===== src/rtl/lnb_pkg.sv =====
// Shared definitions for the character display nibble-bus register block.
// Holds register offsets, control bit positions, field widths and bus codes.
// No dependencies.
package lnb_pkg;

   localparam int unsigned ByteW    = 8;
   localparam int unsigned NibW     = 4;
   localparam int unsigned AddrW    = 3;
   localparam int unsigned WakeW    = 2;
   localparam int unsigned ReqDataW = 16;
   localparam int unsigned RspDataW = 24;
   localparam int unsigned RspUserW = 2;

   typedef enum logic [AddrW-1:0] {
      REG_LIGHT    = 3'd0,
      REG_DATA     = 3'd1,
      REG_CONTROL  = 3'd2,
      REG_DATA_DIR = 3'd3,
      REG_CTRL_DIR = 3'd4
   } reg_addr_type;

   localparam logic OP_READ  = 1'b0;
   localparam logic OP_WRITE = 1'b1;

   localparam int unsigned CtlRsBit = 0;
   localparam int unsigned CtlRwBit = 1;
   localparam int unsigned CtlEnBit = 2;

   localparam logic [NibW-1:0]  WakeNibble = 4'h3;
   localparam logic [WakeW-1:0] WakeFull   = 2'd3;
   localparam logic [2:0]       FuncSetTop = 3'b001;
   localparam int unsigned      FuncSetDlBit = 4;

   typedef struct packed {
      logic             valid;
      logic             select;
      logic [ByteW-1:0] value;
   } panel_out_type;

endpackage


===== src/rtl/lcd_nibble_bus_register_block_unit.sv =====
// Character display nibble-bus register block, top level.
// Depends on lnb_pkg for offsets, control bits, widths and the panel output struct.
//
// Usage:
//   The req_ channel carries one bus access per transaction: req_tuser is the
//   access kind (write when high), req_tdata the offset and the write byte.
//   Every access yields exactly one rsp_ transaction with the read-back byte,
//   any byte completed for the panel with its select bit, and the backlight
//   value after the access.
//   The response is registered and appears in the cycle after the request is
//   accepted. One access per cycle while rsp_tready is high; the register
//   state and the output register update in the same cycle as acceptance.
//   req_tready is high whenever the output register is empty or is being
//   taken in the same cycle, so a stalled receiver holds the response and
//   blocks new requests only while it stalls.
//   Reset (synchronous, active high) clears all state registers, empties the
//   output register and selects eight-bit mode.
module lcd_nibble_bus_register_block_unit (
   input  logic                         clock,
   input  logic                         reset,
   input  logic                         req_tvalid,
   output logic                         req_tready,
   input  logic [lnb_pkg::ReqDataW-1:0] req_tdata,  // reg_addr[2:0], write_data[10:3], zero pad
   input  logic                         req_tuser,  // op
   output logic                         rsp_tvalid,
   input  logic                         rsp_tready,
   output logic [lnb_pkg::RspDataW-1:0] rsp_tdata,  // read_data, panel_byte, backlight_level
   output logic [lnb_pkg::RspUserW-1:0] rsp_tuser   // byte_valid, byte_select
);
   import lnb_pkg::*;

   logic [ByteW-1:0] data_ff, data_in;
   logic [ByteW-1:0] ctrl_ff, ctrl_in;
   logic [ByteW-1:0] ddir_ff, ddir_in;
   logic [ByteW-1:0] cdir_ff, cdir_in;
   logic [ByteW-1:0] light_ff, light_in;
   logic             wide_ff, wide_in;
   logic             lowpend_ff, lowpend_in;
   logic [NibW-1:0]  hinib_ff, hinib_in;
   logic             hsel_ff, hsel_in;
   logic [WakeW-1:0] wake_ff, wake_in;

   logic             rvalid_ff, rvalid_in;
   logic [ByteW-1:0] rdata_ff, rdata_in;
   panel_out_type    panel_ff, panel_in;
   logic [ByteW-1:0] rlight_ff;

   logic             accept;
   logic             op;
   reg_addr_type     addr;
   logic [ByteW-1:0] wdata;
   logic [NibW-1:0]  nib;
   logic             sel;
   logic [ByteW-1:0] emit_byte;
   logic             emit;
   logic             emit_sel;

   assign req_tready = !rvalid_ff || rsp_tready;
   assign accept     = req_tvalid && req_tready;
   assign op         = req_tuser;
   assign addr       = reg_addr_type'(req_tdata[AddrW-1:0]);
   assign wdata      = req_tdata[AddrW +: ByteW];
   assign nib        = data_ff[ByteW-1 -: NibW];
   assign sel        = wdata[CtlRsBit];

   always_comb begin
      data_in    = data_ff;
      ctrl_in    = ctrl_ff;
      ddir_in    = ddir_ff;
      cdir_in    = cdir_ff;
      light_in   = light_ff;
      wide_in    = wide_ff;
      lowpend_in = lowpend_ff;
      hinib_in   = hinib_ff;
      hsel_in    = hsel_ff;
      wake_in    = wake_ff;
      rdata_in   = '0;
      emit       = 1'b0;
      emit_sel   = 1'b0;
      emit_byte  = '0;
      if (op == OP_WRITE) begin
         unique case (addr)
            REG_LIGHT:    light_in = wdata;
            REG_DATA:     data_in  = wdata;
            REG_CONTROL:  ctrl_in  = wdata;
            REG_DATA_DIR: ddir_in  = wdata;
            REG_CTRL_DIR: cdir_in  = wdata;
            default: ;
         endcase
         if (addr == REG_CONTROL && !ctrl_ff[CtlEnBit] && wdata[CtlEnBit]) begin
            if (wdata[CtlRwBit]) begin
               lowpend_in = 1'b0;
            end else begin
               if (!sel && nib == WakeNibble) begin
                  if (wake_ff != WakeFull) begin
                     wake_in = wake_ff + WakeW'(1);
                  end
                  if (wake_in == WakeFull) begin
                     wide_in    = 1'b1;
                     lowpend_in = 1'b0;
                  end
               end else begin
                  wake_in = '0;
               end
               if (wide_in) begin
                  if (!sel) begin
                     emit      = 1'b1;
                     emit_sel  = 1'b0;
                     emit_byte = {nib, {NibW{1'b0}}};
                  end
               end else if (!lowpend_in) begin
                  hinib_in   = nib;
                  hsel_in    = sel;
                  lowpend_in = 1'b1;
               end else begin
                  lowpend_in = 1'b0;
                  emit       = 1'b1;
                  emit_sel   = hsel_ff;
                  emit_byte  = {hinib_ff, nib};
               end
               if (emit && !emit_sel && emit_byte[ByteW-1 -: 3] == FuncSetTop) begin
                  wide_in    = emit_byte[FuncSetDlBit];
                  lowpend_in = 1'b0;
               end
            end
         end
      end else begin
         unique case (addr)
            REG_LIGHT:    rdata_in = light_ff;
            REG_DATA:     rdata_in = data_ff;
            REG_CONTROL:  rdata_in = ctrl_ff;
            REG_DATA_DIR: rdata_in = ddir_ff;
            REG_CTRL_DIR: rdata_in = cdir_ff;
            default:      rdata_in = '0;
         endcase
      end
      panel_in.valid  = emit;
      panel_in.select = emit_sel;
      panel_in.value  = emit_byte;
      rvalid_in       = accept || (rvalid_ff && !rsp_tready);
   end

   always_ff @(posedge clock) begin
      if (reset) begin
         data_ff    <= '0;
         ctrl_ff    <= '0;
         ddir_ff    <= '0;
         cdir_ff    <= '0;
         light_ff   <= '0;
         wide_ff    <= 1'b1;
         lowpend_ff <= 1'b0;
         hinib_ff   <= '0;
         hsel_ff    <= 1'b0;
         wake_ff    <= '0;
         rvalid_ff  <= 1'b0;
      end else begin
         rvalid_ff <= rvalid_in;
         if (accept) begin
            data_ff    <= data_in;
            ctrl_ff    <= ctrl_in;
            ddir_ff    <= ddir_in;
            cdir_ff    <= cdir_in;
            light_ff   <= light_in;
            wide_ff    <= wide_in;
            lowpend_ff <= lowpend_in;
            hinib_ff   <= hinib_in;
            hsel_ff    <= hsel_in;
            wake_ff    <= wake_in;
         end
      end
   end

   always_ff @(posedge clock) begin
      if (accept) begin
         rdata_ff  <= rdata_in;
         panel_ff  <= panel_in;
         rlight_ff <= light_in;
      end
   end

   assign rsp_tvalid = rvalid_ff;
   assign rsp_tdata  = {rlight_ff, panel_ff.value, rdata_ff};
   assign rsp_tuser  = {panel_ff.select, panel_ff.valid};

`ifndef SYNTHESIS
   a_wake_full_wide : assert property (@(posedge clock) disable iff (reset)
      wake_ff == WakeFull |-> wide_ff && !lowpend_ff)
      else $error("wake run full outside wide mode");

   a_select_needs_byte : assert property (@(posedge clock) disable iff (reset)
      rsp_tvalid && rsp_tuser[1] |-> rsp_tuser[0])
      else $error("select set without a panel byte");

   a_write_reads_zero : assert property (@(posedge clock) disable iff (reset)
      accept && req_tuser == OP_WRITE |=> rsp_tdata[ByteW-1:0] == '0)
      else $error("write access returned read data");

   a_no_pending_in_wide : assert property (@(posedge clock) disable iff (reset)
      wide_ff |-> !lowpend_ff)
      else $error("nibble pending in wide mode");
`endif

endmodule

===== config.mk =====
export PLATFORM = sky130hd
export DESIGN_NAME = lcd_nibble_bus_register_block_unit
export DESIGN_NICKNAME = d
export VERILOG_FILES = /design/src/rtl/lnb_pkg.sv /design/src/rtl/lcd_nibble_bus_register_block_unit.sv
export SDC_FILE = /design/constraint.sdc
export NUM_CORES = 1
export LEC_CHECK = 0
export BUFFER_PORTS_ARGS = -buffer_cell sky130_fd_sc_hd__buf_4
export CORE_ASPECT_RATIO = 1.25
export CORE_MARGIN = 2
export CORE_UTILIZATION = 55
export CTS_CLUSTER_DIAMETER = 120
export DETAILED_ROUTE_END_ITERATION = 16
export PLACE_DENSITY = 0.88
export SLEW_MARGIN = 20
export SYNTH_ARGS = -nofsm -noshare
export SYNTH_HDL_FRONTEND = slang
export SYNTH_SLANG_ARGS = --single-unit

===== constraint.sdc =====
create_clock -name clock -period 5.6 [get_ports clock]
set_input_delay 1.68 -clock clock [delete_from_list [all_inputs] [get_ports clock]]
set_output_delay 1.68 -clock clock [all_outputs]
set_load 0.01 [all_outputs]

# Yosys cells after proc, flatten, opt, wreduce, memory -nomap -nowiden
# Index checks and enable logic that the tools add are counted.
# classes
n_lt_le_gt_ge	0
add_sub_neg	1
n_div	0
muxes	41
n_shift	0
multipliers	0
bitwise	5
reduce_logical	23
eq_ne	8
# ops
op	count
$mux 8	8
$pmux 8 s5	1
$mux 1	26
$reduce_and 3->1	5
$mux 2	6
$logic_and 1x1->1	7
$eq 3x1->1 const B	2
$eq 3x2->1 const B	2
$reduce_and 6->1	1
$logic_not 1->1	5
$not 1->1	5
$eq 4x2->1 const B	1
$reduce_and 4->1	1
$eq 3x3->1 const B	1
$logic_not 3->1	1
$reduce_or 3->1	1
$add 2x1->2 const B	1
$eq 2x2->1 const B	1
$logic_or 1x1->1	2
$ne 2x2->1 const B	1
# word_totals
memories	0
romBits	0
out_inout_bits	28
mem_bits_rw	0
in_bits	21
register_bits	76
latchBits	0

# Logic depth before layout (Yosys ltp)
# Gate-level depths: netlist of run 1.
# depth
word_depth	22
mapped_depth	8
mapped_depth_nobuf	7

# Worst setup path after synthesis of run 1
# OpenSTA, ideal clock, no wires.
# synth_path
path_kind	input -> output
startpoint	in rsp_tready
endpoint	out req_tready
path_stages	2
path_buffers	0
t_arrival_ps	2188
slack_ps	1732
cell_sequence	and2b_2 > clkinv_1
# synth_via
elab_chain_cells	1
# synth_rtl
item	line_no	source
from (decl)	lcd_nibble_bus_register_block_unit.sv:26	input logic rsp_tready,
$logic_or 1x1->1	lcd_nibble_bus_register_block_unit.sv:58	assign req_tready = !rvalid_ff || rsp_tready;
to (decl)	lcd_nibble_bus_register_block_unit.sv:22	output logic req_tready,
# Every way passes these cells.

# Worst setup path after layout of run 1
# Same ends and word-level chain as after synthesis.

==> flow_summary.json, run 1 <==
{
  "worst_pin_slew_ns": 0.8127,
  "worstPathMaxFanout": 6,
  "avgViaCountPerCell": 5.796,
  "rsz0062_at_grt": "no",
  "clockRootBuffer": "clkbuf_8",
  "io_buffer_count": 43,
  "reg2reg_slack_ns": 3.58,
  "tns_ns": 0,
  "power.total_mw": 1.147,
  "grt_pass1_vias": 2453,
  "final-hold-violation-count": 0,
  "maxSlewViolCount": 0,
  "std_cell_rows": 32,
  "area_growth_pct": 16.68,
  "cts_tree": "yes",
  "grt_usage_pct": 23.16,
  "dp.cells": 441,
  "synthArstFlopShare_pct": 0,
  "synth-edff-count": 26,
  "hold_buffers": 0,
  "ys_ff_latch": 76,
  "cts.reportedPaths.clkPinSlew_ns": 0.08,
  "utilization_pct": 65.42,
  "coreArea_um2": 6126,
  "cts_max_path_buffers": 2,
  "setup_ws_ns": 1.341,
  "setup_viol": 0,
  "fin_crit_ns": 4.259,
  "r2r_start": "rsp_tvalid",
  "dieArea_um2": 6897,
  "worstPathRequired_ns": 3.92,
  "min-delay-start": "wake_ff[0]",
  "peakVddDrop_uv": 147.5,
  "drive_above_1_share_pct": 22.58,
  "remaining_drc_errors": 0,
  "path_common_cell": "buf_4",
  "crit_chain": "buf_4 -> and2b_2 -> clkinv_1 -> buf_4",
  "leakagePower_nw": 1.594,
  "wl_per_cell_um": 16.45,
  "hpwlAfterDp_um": 5050,
  "critPathLaunchType": "primary input",
  "synth_cell_types": 47,
  "slowest_delay_ns": 0.32,
  "synth.largest_area_cell": "dfxtp_1",
  "grt-ovfl-total": 0,
  "yosys_warnings": 0,
  "die_w_um": 74.68,
  "grt_pass1_wl_um": 12140,
  "antenna_found_initial": 0,
  "synth.area.top_cells": "dfxtp_1 (29%), edfxtp_1 (23%), mux2i_1 (9.0%)",
  "powerDensity_nw_per_um2": 286.3,
  "first_pass_iters": 5,
  "wl_um": 7518,
  "start_util_pct": 56.07,
  "ys.flop_type": "dfxtp_1",
  "path_class": "primary input to primary output",
  "fin_cells": 457,
  "finClkSkew_ns": 0.009663,
  "numCtsBuffers": 9,
  "syn_area_per_cell_um2": 10.35,
  "ctsResizeCount": 0,
  "ant_nets": 0,
  "antenna_cells": 0,
  "synth_nets": 354,
  "clk_latency_ns": 0.36,
  "vias": 2649,
  "drv_cap": 0,
  "gp_congestion": 0.8912,
  "syn_inst": 332,
  "cp_data_arrival_time_ns": 2.58,
  "dr.first_iter.drc_count": 223,
  "yosysTopAreaCellShare_pct": 29.14,
  "clock.fmax_ghz": 0.2348,
  "synth-seq-area-share_pct": 51.88,
  "grt_max_degree": 53,
  "pin_count": 49,
  "critPathCaptureType": "primary output",
  "synthesis.area_um2": 3435,
  "post-cts-setup-buffers": 0,
  "place_ws_ns": 1.361,
  "status": "completed",
  "crit_path_top_delay_cell": "and2b_2",
  "cts_max_level": 3,
  "fin_crit_sh_pct": 76.05,
  "maxSlewHeadroom_pct": 45.41,
  "crit_start": "rsp_tready",
  "hp-class": "register to register",
  "fp.dieH_um": 92.35,
  "cts.sinks": 76,
  "finalNetCount": 389
}
## worst max-delay path, delay by kind of cell
family | cells | cell delay, ns
AND/OR/NAND/NOR | 1 | 0.32
buffers and inverters | 3 | 0.57
## worst paths after layout
kind	to	cells past startpoint
worst max-delay path	req_tready	4
worst min-delay path	wake_ff[0]	2
worst max register to register	lowpend_ff	5
worst min register to register	wake_ff[0]	2
## cells in the final DEF, fill, tap and decap left out, drive strengths merged, types with 2 or more instances in the layout
cell | Yosys | final
nand2b | 5 | 5
clkbuf | 10 | 10
nor3 | 2 | 2
dfxtp | 50 | 50
and2 | 6 | 6
nor4 | 2 | 2
nor3b | 3 | 3
edfxtp | 26 | 26
mux2i | 31 | 31
o21ai | 25 | 25
bufinv | 0 | 2
nand4 | 4 | 4
and3b | 2 | 2
nand2 | 8 | 8
a211oi | 3 | 3
a21oi | 41 | 41
or3b | 2 | 2
nand3b | 3 | 3
mux2 | 9 | 9
nand3 | 23 | 23
a31oi | 3 | 3
inv | 6 | 6
nor2 | 38 | 38
buf | 10 | 44
clkinv | 1 | 4
a22oi | 7 | 7
## per-stage QoR
stage               cell area, µm²  hold WS, ns
floorplan                     3435       0.4503
global placement              3774       0.4580
detailed placement            3774       0.4684
CTS                           4008       0.4788
global route                  4008       0.5203
finish                        4008       0.4806
## area by class of cell
cell class / instances / area, µm²
timing repair buffer: 44 / 330.3
fill: 477 / 2118
clock inverter: 6 / 85.08
clock buffer: 10 / 148.9
inverter: 7 / 26.28
sequential: 76 / 1782
multi-input combinational: 229 / 1529
tap: 85 / 106.4
## per-layer routing
layer | vias up | track usage, % | wire length (µm)
met5 | - | 0 | 0
met4 | 0 | 9.524 | 201
met3 | 17 | 4.897 | 295
met2 | 71 | 35.47 | 3678
met1 | 1285 | 31.63 | 3343
li1 | 1276 | - | -
## registers in the layout, summed over array words and instances (netlist names), 4 cells and up
signal,count
ddir_ff,8
cdir_ff,8
rdata_ff,8
data_ff,8
rlight_ff,8
light_ff,8
ctrl_ff,8
hinib_ff,4
rsp_tdata,8
## where the power goes
group	leakage (nW)	internal (mW)	switching, mW
clock	0.115	0.276	0.200
sequential	0.667	0.582	0.00497
combinational	0.812	0.0316	0.0524
## cell usage after synthesis (all sizes together), types with 7 or more instances
| master | n |
|---|---|
| a21oi | 41 |
| a22oi | 7 |
| buf | 10 |
| clkbuf | 10 |
| dfxtp | 50 |
| edfxtp | 26 |
| mux2 | 9 |
| mux2i | 31 |
| nand2 | 8 |
| nand3 | 23 |
| nor2 | 38 |
| o21ai | 25 |
## cells by family (layout without fill, tap and decap cells)
group           after synthesis  count (layout)  share of synthesized area [%]
compound gates               83              83                          13.52
buf+inv                      27              67                          3.679
fa+ha+maj                     1               1                         0.3642
mux                          41              41                          12.64
simple gates                104             104                          17.92
flops                        76              76                          51.88
(Power assumes the default switching activity.)
==> inputs of run 2 (changes only) <==
Settings changed: ABC_AREA set to 1, CORE_UTILIZATION 55 to 51, PLACE_DENSITY 0.88 to 0.86.
Clock period 5.6 ns to 3.5 ns, I/O delays scaled along.
==> run 2 against run 1 <==
Critical path depth is the same. Hold slack lost 0.021 ns. Sequential share of layout area grew 1.3 points. Utilization down 2.6 points. Die area rose by 3.1%. Count of clock-buffer cells in the layout fell by 1. Critical endpoint unchanged.
==> flow_summary.json, run 2 <==
{
  "cts_max_level": 3,
  "synth_most_common_cell": "inv_1",
  "setup_viol": 0,
  "holdWs_ns": 0.4595,
  "layout_commonest_cell": "inv_1",
  "grt_max_degree": 38,
  "final-hold-violation-count": 0,
  "remaining_drc_errors": 0,
  "grt_pass1_wl_um": 11720,
  "cts_tree": "yes",
  "post-cts-setup-buffers": 0,
  "drv_cap": 0,
  "std_cell_rows": 32,
  "cts.reportedPaths.clkPinSlew_ns": 0.07,
  "fin_crit_sh_pct": 70.78,
  "clk_latency_ns": 0.35,
  "start_util_pct": 53.00,
  "grt-ovfl-total": 0,
  "path_class": "primary input to primary output",
  "ant_nets": 0,
  "worst_pin_slew_ns": 0.9136,
  "synth-edff-count": 26,
  "syn_area_per_cell_um2": 8.772,
  "ys.flop_type": "dfxtp_1",
  "clock.fmax_ghz": 0.4037,
  "status": "completed",
  "maxSlewViolCount": 0,
  "gp_congestion": 0.9388,
  "leakagePower_nw": 1.542,
  "syn_inst": 375,
  "tns_ns": 0,
  "synth.area.top_cells": "dfxtp_1 (30%), edfxtp_1 (24%), a21oi_1 (8.4%)",
  "hp-class": "register to register",
  "die_w_um": 75.83,
  "cp_data_arrival_time_ns": 1.43,
  "area_growth_pct": 18.45,
  "grt_usage_pct": 22.09,
  "critPathCaptureType": "primary output",
  "wl_per_cell_um": 14.18,
  "maxSlewHeadroom_pct": 39.03,
  "pin_count": 49,
  "vias": 2773,
  "fp.dieH_um": 93.79,
  "wl_um": 7245,
  "antenna_cells": 0,
  "grt_pass1_vias": 2560,
  "final_cell_area_um2": 3896,
  "yosys_warnings": 0,
  "dieArea_um2": 7112,
  "coreArea_um2": 6206,
  "antenna_found_initial": 0,
  "yosysTopAreaCellShare_pct": 30.43,
  "powerDensity_nw_per_um2": 470.6,
  "worstPathRequired_ns": 2.45,
  "hold_buffers": 0,
  "dpl_cell_area_um2": 3681,
  "dr.first_iter.drc_count": 145,
  "clockRootBuffer": "clkbuf_8",
  "fillers": 511,
  "critPathLaunchType": "primary input",
  "ctsResizeCount": 0,
  "hpwlAfterDp_um": 5120,
  "worstPathMaxFanout": 3,
  "synth_cell_types": 33,
  "yosys-top-cells-count": "inv_1 (56), a21oi_1 (55), dfxtp_1 (50), o21ai_0 (46), nor2_1 (33)",
  "fin_crit_ns": 2.477,
  "synth-seq-area-share_pct": 54.17,
  "ys_ff_latch": 76,
  "finalNetCount": 443,
  "cts_max_path_buffers": 2,
  "synthesis.area_um2": 3289,
  "finClkSkew_ns": 0.006374,
  "synth.largest_area_cell": "dfxtp_1",
  "cts.sinks": 76,
  "rsz0062_at_grt": "no",
  "avgViaCountPerCell": 5.427,
  "io_buffer_count": 43,
  "peakVddDrop_uv": 264.1,
  "drive_above_1_share_pct": 20.66,
  "synth_nets": 397,
  "first_pass_iters": 4,
  "numCtsBuffers": 9,
  "multi_input_area_um2": 1211,
  "synthArstFlopShare_pct": 0,
  "final_cell_mix": "inv_1 (56), a21oi_1 (55), dfxtp_1 (50), o21ai_0 (46), buf_4 (44)",
  "ff_latch_area_um2": 1782
}
## run 2: cell types whose count changed after synthesis, moves of 8 or more
cell     before  now
inv_1         5   56
mux2i_1      31    0
o21ai_0      15   46
nand2_1       8   28
a21oi_1      41   55
nand3_1      23    9
o22ai_1       1   11
mux2_2        9    0
nand4_1       1    9
## run 2: logic make-up after synthesis
kind of cell	Yosys count	synth area share (%)
compound gates	128	20.92
simple gates	95	15.52
flops	76	54.17
buf+inv	75	9.015
fa+ha+maj	1	0.3803
## run 2: layout make-up
type | count | share of cell area, %
Clock buffer | 9 | 3.179
Clock inverter | 7 | 2.344
Inverter | 66 | 6.455
Multi-Input combinational cell | 224 | 31.09
Sequential cell | 76 | 45.73
Tap cell | 85 | 2.730
Timing Repair Buffer | 44 | 8.478
## run 2: layer usage
layer | part of all wire, % | up-vias | track usage (%)
met2 | 51 | 94 | 35.20
li1 | - | 1372 | -
met5 | 0 | - | 0
met1 | 41 | 1286 | 27.18
met4 | 3.5 | 0 | 12.72
met3 | 5.2 | 21 | 4.292
## run 2: metrics by stage
step / total power [mW] / util [%] / instances / setup slack (ns)
3_5_place_dp: 1.137 / 59.31 / 495 / 0.7610
3_3_place_gp: 1.132 / 59.31 / 495 / 0.8292
4_1_cts: 1.844 / 62.78 / 511 / 1.018
2_1_floorplan: 1.065 / - / 375 / 1.032
5_1_grt: 1.904 / 62.78 / 511 / 0.9281
6_report: 1.834 / 62.78 / 511 / 1.023
## run 2: critical path: stages
cell and delay (ns):
buf_4 0.11, inv_1 0.04, nand2_1 0.08, buf_4 0.16
## run 2: final timing paths
kind / start / endpoint / slack, ns / cells after the start
setup / recovery: rsp_tready / req_tready / 1.02 / 4
hold / removal: cdir_ff[7] / cdir_ff[7] / 0.46 / 2
setup reg to reg: data_ff[7] / hinib_ff[1] / 1.67 / 8
hold reg to reg: cdir_ff[7] / cdir_ff[7] / 0.46 / 2
## run 2: power breakdown
group,total [mW],internal [mW],leakage (nW),switching [mW]
registers,0.959,0.946,0.668,0.0121
logic,0.160,0.0583,0.765,0.102
clock network,0.715,0.398,0.109,0.317
total,1.83,1.40,1.54,0.431
==> inputs of run 3 (changes only) <==
Settings changed: ABC_AREA 1 to 0, CORE_UTILIZATION 51 to 55, PLACE_DENSITY 0.86 to 0.88.
Clock period 3.5 ns to 2.3 ns, I/O delays scaled along.
==> run 3 against run 2 <==
Total power grew 45%. Count of clock-buffer cells in the layout unchanged. Non-clock buffer count increased by 23. Largest power group unchanged. Critical endpoint unchanged. Via count grew 1.6%. First-iteration DRC count rose by 77%.
==> flow_summary.json, run 3 (same netlist as run 1, synthesis figures left out) <==
{
  "status": "completed",
  "worst_pin_slew_ns": 0.4475,
  "cts_max_level": 3,
  "crit_buf_inv": 3,
  "grt-ovfl-total": 0,
  "pin_count": 49,
  "antenna_found_initial": 0,
  "std_cell_rows": 32,
  "clockRootBuffer": "clkbuf_8",
  "ff_latch_area_um2": 1782,
  "io_buffer_count": 43,
  "final_cell_mix": "buf_4 (66), dfxtp_1 (50), a21oi_1 (41), nor2_1 (37), mux2i_1 (31)",
  "leakagePower_nw": 1.701,
  "cts.sinks": 76,
  "maxSlewHeadroom_pct": 70.13,
  "numCtsBuffers": 9,
  "die_w_um": 74.68,
  "antenna_cells": 0,
  "utilization_pct": 67.87,
  "tns_ns": 0,
  "cts.reportedPaths.clkPinSlew_ns": 0.08,
  "post-cts-setup-buffers": 0,
  "crit_chain": "buf_4 -> and2b_2 -> clkinv_1 -> buf_4",
  "crit_path_top_delay_cell": "and2b_2",
  "pwr-share-clk_pct": 38.0,
  "worstPathMaxFanout": 4,
  "dieArea_um2": 6897,
  "path_class": "primary input to primary output",
  "p_sw_mw": 0.6524,
  "finalNetCount": 412,
  "rsz0062_at_grt": "no",
  "layout_commonest_cell": "buf_4",
  "crit_family": "buffers and inverters",
  "setup_viol": 0,
  "ctsResizeCount": 0,
  "worstPathRequired_ns": 1.61,
  "combPwrFrac_pct": 8.5,
  "hp-class": "register to register",
  "path_common_cell": "buf_4",
  "dpl_cell_area_um2": 3959,
  "finClkSkew_ns": 0.007130,
  "ant_nets": 0,
  "reg2reg_slack_ns": 0.41,
  "grt_pass1_vias": 2608,
  "cts_max_path_buffers": 2,
  "grt_pass1_wl_um": 12770,
  "grt_usage_pct": 24.64,
  "final-hold-violation-count": 0,
  "hold_path_depth": 2,
  "fin_crit_ns": 2.113,
  "switching_share_pct": 24.46,
  "hpwlAfterDp_um": 5576,
  "coreArea_um2": 6126,
  "grt_max_degree": 35,
  "cp_data_arrival_time_ns": 1.42,
  "start_util_pct": 56.07,
  "dr.first_iter.drc_count": 256,
  "cts_tree": "yes",
  "final_cell_area_um2": 4158,
  "gp_congestion": 0.8192,
  "multi_input_area_um2": 1529,
  "remaining_drc_errors": 0,
  "wl_per_cell_um": 16.56,
  "drv_cap": 0,
  "peakVddDrop_uv": 321.7,
  "drive_above_1_share_pct": 27.34,
  "critPathCaptureType": "primary output",
  "maxSlewViolCount": 0,
  "slowest_delay_ns": 0.27,
  "path_depth": 4,
  "wl_um": 7948,
  "clock.fmax_ghz": 0.4732,
  "area_growth_pct": 21.06,
  "first_pass_iters": 5,
  "fillers": 469,
  "hold_buffers": 0,
  "fin_crit_sh_pct": 91.88,
  "vias": 2817,
  "internal_power_mw": 2.015,
  "reg2reg_depth": 4,
  "avgViaCountPerCell": 5.869,
  "fp.dieH_um": 92.35,
  "holdWs_ns": 0.4812,
  "powerDensity_nw_per_um2": 641.6,
  "critPathLaunchType": "primary input",
  "clk_latency_ns": 0.35,
  "seqPwrFrac_pct": 53.5
}
run 3: cell count changes in the layout (fill, tap and decap cells not counted), sizes merged, moves of 13 or more:
cell,change
a21oi,-16
buf,+23
inv,-57
mux2i,+31
nand2,-23
nand3,+13
o21ai,-24
run 3: per-layer routing:
layer | up-vias | share of wire (%) | track usage (%)
met4 | 0 | 2.4 | 10.12
met2 | 109 | 51 | 39.75
met3 | 21 | 5.4 | 5.005
li1 | 1331 | - | -
met1 | 1356 | 41 | 31.85
met5 | - | 0 | 0
run 3: power by group through the flow:
stage | sequential (mW) | clock [mW] | combinational, mW
finish | 1.43 | 1.01 | 0.226
global route | 1.43 | 1.10 | 0.241
CTS | 1.43 | 1.03 | 0.224
detailed placement | 1.46 | 0 | 0.223
global placement | 1.46 | 0 | 0.216
floorplan | 1.47 | 0 | 0.105
run 3: path summary, 6_finish.rpt:
kind                                  from          to
worst min-delay path            wake_ff[0]  wake_ff[0]
worst min register to register  wake_ff[0]  wake_ff[0]
worst max register to register     wide_ff     wide_ff
worst max-delay path            rsp_tready  req_tready
run 3: tightest hold or removal path, cell delays in order (launching register included):
cell and delay (ns):
dfxtp_1 0.33, nand2_1 0.06, a21oi_1 0.05
run 3: final cells by class:
class,count,area share (%)
Inverter,7,0.6320
Multi-Input combinational cell,229,36.77
Tap cell,85,2.558
Timing Repair Buffer,67,12.40
Clock buffer,9,2.979
Clock inverter,7,1.806
Sequential cell,76,42.85
run 3: per-stage QoR:
stage	instances	total power, mW	setup WS (ns)
3_5_place_dp	464	1.682	0.1123
3_3_place_gp	464	1.674	0.1708
2_1_floorplan	332	1.577	0.2075
6_report	480	2.668	0.1867
4_1_cts	480	2.684	0.1867
5_1_grt	480	2.769	0.1557
